[src/rtl/ccc_pkg.sv]
// Package for the circle pair collision pipeline.
// Holds pipeline depths and the sideband structs; no dependencies.
package ccc_pkg;

  localparam int FRONT_STAGES = 4;
  localparam int SQRT_STAGES  = 32;
  localparam int DIV_STAGES   = 32;

  localparam logic signed [33:0] SAT_MAX = 34'sh07FFFFFFF;
  localparam logic signed [33:0] SAT_MIN = -34'sh080000000;

  typedef struct packed {
    logic               hit;
    logic               neg_x;
    logic               neg_y;
    logic        [31:0] ax;
    logic        [31:0] ay;
    logic        [31:0] sum;
    logic        [63:0] d2;
    logic        [62:0] px;
    logic        [62:0] py;
    logic signed [31:0] c2x;
    logic signed [31:0] c2y;
  } front_t;

  typedef struct packed {
    logic               hit;
    logic               neg_x;
    logic               neg_y;
    logic        [31:0] sum;
    logic        [31:0] span;
    logic signed [31:0] c2x;
    logic signed [31:0] c2y;
  } tail_t;

endpackage

[src/rtl/ccc_div.sv]
// Pipelined restoring divider, 64-bit dividend by 32-bit divisor, one quotient bit a stage.
// Depends on ccc_pkg; the quotient must fit in 32 bits.
module ccc_div import ccc_pkg::*; (
  input  logic        clk,
  input  logic        en,
  input  logic [63:0] dividend,
  input  logic [31:0] divisor,
  output logic [31:0] quotient
);

  logic [31:0] rem [DIV_STAGES+1];
  logic [31:0] low [DIV_STAGES+1];
  logic [31:0] dv  [DIV_STAGES+1];
  logic [31:0] q   [DIV_STAGES+1];

  assign rem[0] = dividend[63:32];
  assign low[0] = dividend[31:0];
  assign dv[0]  = divisor;
  assign q[0]   = '0;

  for (genvar k = 0; k < DIV_STAGES; k++) begin : g_stage
    logic [32:0] t;
    logic        ge;

    assign t  = {rem[k], low[k][31]};
    assign ge = t >= {1'b0, dv[k]};

    always_ff @(posedge clk) begin
      if (en) begin
        rem[k+1] <= ge ? 32'(t - {1'b0, dv[k]}) : t[31:0];
        low[k+1] <= {low[k][30:0], 1'b0};
        dv[k+1]  <= dv[k];
        q[k+1]   <= {q[k][30:0], ge};
      end
    end
  end

  assign quotient = q[DIV_STAGES];

endmodule

[config.mk]
export PLATFORM = sky130hd
export DESIGN_NAME = ccc_div
export DESIGN_NICKNAME = d
export VERILOG_FILES = /design/src/rtl/ccc_pkg.sv /design/src/rtl/ccc_div.sv
export SDC_FILE = /design/constraint.sdc
export NUM_CORES = 2
export LEC_CHECK = 0
export BUFFER_PORTS_ARGS = -buffer_cell sky130_fd_sc_hd__buf_2
export CORE_ASPECT_RATIO = 1.2
export CORE_UTILIZATION = 37
export CTS_CLUSTER_DIAMETER = 30
export CTS_CLUSTER_SIZE = 20
export DETAILED_ROUTE_END_ITERATION = 10
export PLACE_DENSITY = 0.56
export SLEW_MARGIN = 20
export SYNTH_ARGS = -nofsm -noshare
export SYNTH_HDL_FRONTEND = slang
export SYNTH_SLANG_ARGS = --single-unit
[constraint.sdc]
create_clock -name clk -period 10.7 [get_ports clk]
set_input_delay 1.605 -clock clk [delete_from_list [all_inputs] [get_ports clk]]
set_output_delay 1.605 -clock clk [all_outputs]
set_load 0.05 [all_outputs]
==> results.yml <==
status:
  status: "completed"
die:
  die_w_um: 595
  core.rowCount: 260
  die-area_um2: 424000
  core-area_um2: 419000
  die_y_um: 713
  start_util_pct: 37.2
  ioPinCount: 130
clocking:
  holdBufCountCts: 0
  numCtsBuffers: 634
  clk_latency_ps: 1050
  path_clk_slew_ps: 50
  cts_resized: 0
  root_buffer: "clkbuf_16"
  cts_tree: "done"
  post_cts_buffers: 0
  cts_sinks: 3008
  cts_max_level: 6
  clk_path_buf_depth: 4
sta:
  hold_violations: 0
  skew_ps: 102
  max_freq_mhz: 208
  layout_min_cycle_time_ps: 4810
  finalSetupTns_ps: 0
  rsz0062_at_grt: "false"
  final-setup-viol-count: 0
  max_slew_margin_pct: 20.2
  drv_slew: 0
  tightest_slew_ps: 1200
  fin_crit_sh_pct: 45.0
global_route:
  grt_antenna_before_repair: 3
  grtUsageTotal_pct: 16.4
  overflow: 0
  grt_max_degree: 182
  grt_pass1_vias: 101000
  grt_first_pass_wirelength_mm: 551
synth:
  yosysTopAreaCellShare_pct: 57.9
  synth_cell_types: 93
  synth.top_cells.by_area: "edfxtp_1 58%, ha_1 8.2%, inv_1 3.1%"
  syn_avg_cell_area_um2: 12.0
  yosysWarnings: 0
  syn_inst: 13000
  ys.flop_type: "edfxtp_1"
  ys_seq_elements: 3008
  ys_seq_area_share_pct: 57.9
  synth.most_common_cell: "edfxtp_1"
  syn_nets: 14100
  synth_edf_count: 3008
  synth_common_cells: "3008 x edfxtp_1, 1283 x inv_1, 1024 x ha_1"
  syn_area_um2: 156000
  synth_top_cell_by_area: "edfxtp_1"
  async_flop_share_pct: 0
job:
  drv_cap: 0
route:
  vias_per_cell: 5.08
  wl_per_cell_um: 18.3
  drc: 0
  dr.pass1.iters: 6
  ant_nets: 0
  detail_route.iter0.violations: 5397
  wirelength_mm: 357
  vias: 99100
power_and_ir_drop:
  peakVddDrop_uv: 184
  p_leak_uw: 0.0745
  power_density_nw_per_um2: 333
cells_and_area:
  nets: 14600
  drive_above_1_share_pct: 12.3
  fillers: 38400
  syn_to_final_growth_pct: 18.7
  multi_input_area_um2: 59500
  regArea_um2: 90300
  design_area_um2: 185000
min_path:
  min_from: "dv[510]$_DFFE_PP_"
  hold_depth: 0
  hold_class: "flop to flop"
  min_to: "dv[478]$_DFFE_PP_"
worst_setup_path:
  worstPathRequired_ps: 11460
  cp_max_fo: 47
  end_kind: "flop"
  reg2reg_depth: 12
  r2r_setup_slack_ps: 5890
  crit_path_start_kind: "flop"
  crit_type: "flop to flop"
  arrival_ps: 5570
  r2r-end: "g_stage[24].t[4]$_DFFE_PP_"
  r2r_start: "dv[289]$_DFFE_PP_"
placement:
  port_buffers: 129
  dp_hpwl_mm: 265
  gp_congestion: 0.923
  post_dp_cell_area_um2: 163000
==> worst max-delay path, stage by stage, from the launching register on <==
cell      delay (ps)
edfxtp_1         390
inv_1             60
ha_1             300
nor2b_1          140
o31a_1           280
o31ai_1          560
a311oi_1         280
o21ai_1          510
nor4_1           160
o31ai_1          190
nor3b_2          760
buf_4            520
mux2_2           390
==> routing by layer <==
metal / GRT usage (%) / vias to the layer above / part of all wire [%]
met5: 0 / - / 0
met4: 10.6 / 0 / 6.8
met3: 2.37 / 1000 / 3.5
met2: 30.8 / 2070 / 53
met1: 16.8 / 46800 / 37
li1: - / 49200 / -
==> logic make-up after synthesis <==
kind of cell	after synthesis	share of synthesized area, %
AO/OA/AOI/OAI	3342	13.5
multiplexers	438	3.13
buffers and inverters	1631	4.04
XOR/XNOR	812	4.56
flip-flops	3008	57.9
AND/OR/NAND/NOR	2708	8.22
adder cells (fa/ha/maj)	1055	8.62
==> worst max path at each step <==
stage                            startpoint                          to  slack (ps)
final                     dv[289]$_DFFE_PP_  g_stage[24].t[4]$_DFFE_PP_        5890
after global routing      dv[289]$_DFFE_PP_  g_stage[24].t[4]$_DFFE_PP_        5600
after CTS                 dv[289]$_DFFE_PP_  g_stage[24].t[4]$_DFFE_PP_        5830
after detailed placement         divisor[1]   g_stage[1].t[8]$_DFFE_PP_        5410
after global placement           divisor[1]   g_stage[1].t[3]$_DFFE_PP_        5310
after floorplan                 divisor[20]  g_stage[1].t[26]$_DFFE_PP_        6270
==> registers in the layout, indices dropped and copies added, names as in the netlist <==
name and flops:
dv 992, g_stage.t 1023, low 465, q 496, quotient 32
==> power by group <==
| group | leakage, uW | switching, uW | internal (uW) |
|---|---|---|---|
| Sequential | 0.0294 | 1730 | 17100 |
| Clock | 0.0106 | 6610 | 13200 |
| Combinational | 0.0345 | 13200 | 9770 |
==> through the flow <==
stage          util, %  std cells  hold WS, ps  setup slack [ps]  power, uW
2_1_floorplan        -      13000          400              6270      35600
6_report          44.2      19500          387              5890      61600
4_1_cts           44.2      19500          390              5830      62100
3_5_place_dp      38.9      18400          405              5410      41900
5_1_grt           44.2      19500          396              5600      65400
3_3_place_gp      38.9      18400          400              5310      41800
==> final cells by class <==
cell class	count	share of cell area (%)
inverter	1286	2.61
tap	5502	3.72
antenna	2	0.00271
multi-input combinational	8355	32.2
timing repair buffer	204	0.747
clock inverter	462	3.10
sequential	3008	48.8
clock buffer	706	8.80
==> cells in the final DEF (no fill, tap or decap), types with 91 or more instances in the layout <==
cell type     n
nor3_1      128
o21a_1      141
inv_1      1283
nand4_1     179
ha_1       1024
o21ai_0     869
and3_1      118
mux2_2      388
xor2_1      357
xnor2_1     455
o21bai_1    125
a21oi_1     920
edfxtp_1   3008
a211oi_1     96
a21o_1      529
nand3_1     207
clkbuf_16   641
nand2b_1    129
buf_2       128
nor2b_1     148
a31oi_1     106
nand2_1     938
nor2_1      613
o31ai_1      91
(Power assumes the default switching activity.)
