File: src/rtl/ccc_pkg.sv
// Package for the circle pair collision pipeline.
// Holds pipeline depths and the sideband structs; no dependencies.
package ccc_pkg;

  localparam int FRONT_STAGES = 4;
  localparam int SQRT_STAGES  = 32;
  localparam int DIV_STAGES   = 32;

  localparam logic signed [33:0] SAT_MAX = 34'sh07FFFFFFF;
  localparam logic signed [33:0] SAT_MIN = -34'sh080000000;

  typedef struct packed {
    logic               hit;
    logic               neg_x;
    logic               neg_y;
    logic        [31:0] ax;
    logic        [31:0] ay;
    logic        [31:0] sum;
    logic        [63:0] d2;
    logic        [62:0] px;
    logic        [62:0] py;
    logic signed [31:0] c2x;
    logic signed [31:0] c2y;
  } front_t;

  typedef struct packed {
    logic               hit;
    logic               neg_x;
    logic               neg_y;
    logic        [31:0] sum;
    logic        [31:0] span;
    logic signed [31:0] c2x;
    logic signed [31:0] c2y;
  } tail_t;

endpackage

File: src/rtl/ccc_sqrt.sv
// Pipelined integer square root, one result bit per register stage.
// Depends on ccc_pkg.
module ccc_sqrt import ccc_pkg::*; (
  input  logic        clk,
  input  logic        en,
  input  logic [63:0] value,
  output logic [31:0] root
);

  logic [33:0] rem  [SQRT_STAGES+1];
  logic [31:0] res  [SQRT_STAGES+1];
  logic [63:0] bits [SQRT_STAGES+1];

  assign rem[0]  = '0;
  assign res[0]  = '0;
  assign bits[0] = value;

  for (genvar k = 0; k < SQRT_STAGES; k++) begin : g_stage
    logic [35:0] t;
    logic [35:0] trial;
    logic        ge;

    assign t     = {rem[k], bits[k][63:62]};
    assign trial = {2'b00, res[k], 2'b01};
    assign ge    = t >= trial;

    always_ff @(posedge clk) begin
      if (en) begin
        rem[k+1]  <= ge ? 34'(t - trial) : t[33:0];
        res[k+1]  <= {res[k][30:0], ge};
        bits[k+1] <= {bits[k][61:0], 2'b00};
      end
    end
  end

  assign root = res[SQRT_STAGES];

endmodule

File: config.mk
export PLATFORM = sky130hd
export DESIGN_NAME = ccc_sqrt
export DESIGN_NICKNAME = d
export VERILOG_FILES = /design/src/rtl/ccc_pkg.sv /design/src/rtl/ccc_sqrt.sv
export SDC_FILE = /design/constraint.sdc
export NUM_CORES = 2
export LEC_CHECK = 0
export BUFFER_PORTS_ARGS = -buffer_cell sky130_fd_sc_hd__buf_2
export CELL_PAD_IN_SITES_DETAIL_PLACEMENT = 0
export CELL_PAD_IN_SITES_GLOBAL_PLACEMENT = 2
export CORE_AREA = 2 2 493 495
export CTS_CLUSTER_SIZE = 16
export DETAILED_ROUTE_END_ITERATION = 16
export DIE_AREA = 0 0 495 497
export MAX_ROUTING_LAYER = met4
export PLACE_DENSITY_LB_ADDON = 0.1
export SLEW_MARGIN = 20
export SYNTH_ARGS = -nofsm -noshare
export SYNTH_HDL_FRONTEND = slang
export SYNTH_SLANG_ARGS = --single-unit
File: constraint.sdc
create_clock -name clk -period 4.9 [get_ports clk]
set_input_delay 0.98 -clock clk [delete_from_list [all_inputs] [get_ports clk]]
set_output_delay 0.98 -clock clk [all_outputs]
set_load 0.03 [all_outputs]
==> results_dict.tcl <==
set metrics [dict create \
    ys_seq_area_share_pct 64.5 \
    grt_pass1_vias 67930 \
    grt_first_pass_wirelength_mm 386 \
    initial_core_util_pct 48.9 \
    fmax_mhz 247 \
    p_leak_nw 50.0 \
    clock_tree.root_cell "clkbuf_16" \
    die_w_um 495 \
    ys_async_sr_fraction_pct 0 \
    power_density_mw_per_mm2 468 \
    hpwl_mm 180 \
    clkTransAtPathRegs_ps 60 \
    hold_path.class "in -> reg" \
    area_growth_pct 12.0 \
    place_ws_ps 929 \
    dr.pass1.iters 5 \
    place.gp.congestion 0.871 \
    wl_mm 246 \
    rr_worst_depth 11 \
    ff2ff_setup_slack_ps 860 \
    grt_overflow 0 \
    clkSinkCount 2523 \
    synthCells 9050 \
    cts_tree "yes" \
    avgRoutedWirePerCell_um 19.3 \
    coreArea_mm2 0.240 \
    finalHoldViolCount 0 \
    final_cell_mix "2523 x edfxtp_1, 708 x inv_1, 626 x nand2_1" \
    synth-simple-area-share_pct 10.2 \
    drt.antenna.violating_nets 0 \
    drive_above_1_share_pct 8.10 \
    clk_latency_ps 950 \
    clockBufferDepth 4 \
    synth_seq_cells 2523 \
    fin_skew_ps 88.2 \
    final_cell_area_mm2 0.132 \
    finalSetupTns_ps 0 \
    r2r-end "g_stage[29].t[13]" \
    ys_top_cells_by_area "edfxtp_1 64%, ha_1 6.0%, xnor2_1 3.3%" \
    arrival_ps 4670 \
    ios 98 \
    drt_iter0_markers 4840 \
    num_vias 69184 \
    synth_top_family_by_area "simple AND/OR/NAND/NOR gates" \
    synth_fa_ha_area_share_pct 5.98 \
    ir_worst_vdd_uv 314 \
    cts_hold_buf 0 \
    layout_min_cycle_time_ps 4040 \
    period_share_pct 82.5 \
    path_max_fanout 32 \
    muxShareOfSynthArea_pct 0.771 \
    rsz0062_at_grt "no" \
    power.switching_w 0.0169 \
    startpoint "g_stage[28].trial[3]" \
    cts_resized 0 \
    cts_setup_buffers 0 \
    htreeDepth 5 \
    worstMarginPinSlew_ps 1080 \
    drv_cap 0 \
    switching_share_pct 27.5 \
    r2r-start "g_stage[28].trial[3]" \
    synth_top_area_share_pct 64.5 \
    dieHeight_um 497 \
    syn_area_mm2 0.117 \
    yosysWarnings 0 \
    required_ps 5530 \
    seqPwrFrac_pct 47.1 \
    p_int_w 0.0447 \
    synth_ff_type "edfxtp_1" \
    drv_slew 0 \
    cts_made_buffers 289 \
    setup_viol 0 \
    synth-compound-area-share_pct 9.51 \
    synthXorXnorAreaFrac_pct 6.19 \
    dieArea_mm2 0.246 \
    end_kind "flop" \
    antenna_found_initial 6 \
    power_frac_comb_pct 19.2 \
    grt_max_degree 121 \
    pwr-share-clk_pct 33.6 \
    avgSynthCellArea_um2 13.0 \
    vias_per_cell 5.42 \
    crit_end "g_stage[29].t[13]" \
    yosysUniqueCellTypes 98 \
    slew_headroom_pct 27.6 \
    setup.worst_path.class "reg -> reg" \
    drc 0 \
    grt.total_usage_pct 20.5 \
    synth_edf_count 2523 \
    synth_largest_area_cell "edfxtp_1" \
    nNetsFinal 10001 \
    final_common_cell "edfxtp_1" \
    placedInstanceArea_mm2 0.122 \
    status "finished clean" \
    row_count 180 \
    start_kind "flop" \
    postLayoutSetupSlackWorst_ps 856 \
    io_buffers 97 \
    synth_nets 9678 \
]
worst min-delay path by stage:
stage | start | to | slack (ps) | cells after the start
6_report | value[14] | bits[2000] | 200 | 1
5_1_grt | value[35] | bits[2021] | 140 | 1
4_1_cts | value[14] | bits[2000] | 100 | 1
3_5_place_dp | bits[1070] | bits[1008] | 400 | 0
3_3_place_gp | bits[1968] | bits[1906] | 400 | 0
2_1_floorplan | bits[1062] | bits[1000] | 400 | 0
stage by stage:
stage               hold slack, ps  cells  total power (W)  utilization [%]
floorplan                      400   9050           0.0374                -
global placement               400  12265           0.0413             51.0
detailed placement             405  12266           0.0413             51.0
CTS                            102  12761           0.0623             54.8
global route                   136  12763           0.0649             54.8
finish                         197  12763           0.0616             54.8
per-layer routing:
| metal | wire length [µm] | GRT usage [%] |
|---|---|---|
| met1 | 111000 | 27.0 |
| met2 | 122000 | 33.9 |
| met3 | 9150 | 2.76 |
| met4 | 4240 | 4.42 |
| met5 | 0 | - |
critical path, stage by stage (launching register included):
cell and delay, ps:
edfxtp_1 450, inv_1 70, ha_1 360, o21ai_0 130
a21oi_1 320, o211ai_1 240, a21oi_1 340, nor2_1 160
o21ai_0 480, a2111o_2 590, buf_12 260, mux2_2 360
state kept, by name (all words and copies together), names as in the netlist:
signal	cells
g_stage.t	1003
bits	992
root	32
g_stage.trial	496
final cells by class:
| cell class | instances | area [µm²] |
|---|---|---|
| multi-input cells | 5643 | 38400 |
| flip-flops and latches | 2523 | 75800 |
| inverters | 713 | 2680 |
| diodes | 1 | 2.50 |
| fillers | 19990 | 109000 |
| clock inverters | 145 | 1540 |
| repair buffers | 203 | 1660 |
| clock buffers | 350 | 7500 |
| well taps | 3185 | 3990 |
power groups by stage:
stage / sequential, W / combinational, W / clock (W)
after CTS: 0.0291 / 0.0119 / 0.0213
after floorplan: 0.0287 / 0.00877 / 0
final: 0.0291 / 0.0118 / 0.0207
after global placement: 0.0295 / 0.0117 / 0
after detailed placement: 0.0295 / 0.0118 / 0
after global routing: 0.0293 / 0.0133 / 0.0222
cell usage after synthesis (all sizes together) (11+ instances only):
cell     instances
o31ai           56
nand2b         127
or2             47
nor4           108
and2            36
or4             69
nand4b          15
o31a            19
edfxtp        2523
ha             562
nand3b          31
xnor2          443
nor4b           18
o2111ai         11
nand4           91
a21boi          15
nor2           509
inv            712
mux2            68
o21ai          491
a221oi          12
and4            22
o211ai          35
nor2b           76
a211oi          50
o21a            74
buf             35
nand2          628
clkbuf         136
a21oi          558
mux2i           14
nor3           234
xor2           387
or3            116
a21o           225
a31oi           52
a211o           12
a2111oi         21
o41ai           11
o21bai          51
nand3          169
and3            43
kinds of logic (layout without fill, tap and decap cells):
| family | after synthesis | after routing |
|---|---|---|
| DFF | 2523 | 2523 |
| and+or+nand+nor | 2371 | 2371 |
| AOI/OAI and AO/OA | 1797 | 1797 |
| buffers and inverters | 884 | 1411 |
| xor gates and xnor gates | 830 | 830 |
| adders and majority gates | 562 | 562 |
| muxes | 82 | 82 |
| other | 1 | 2 |
Note: power is estimated with default switching activity, not from simulation.
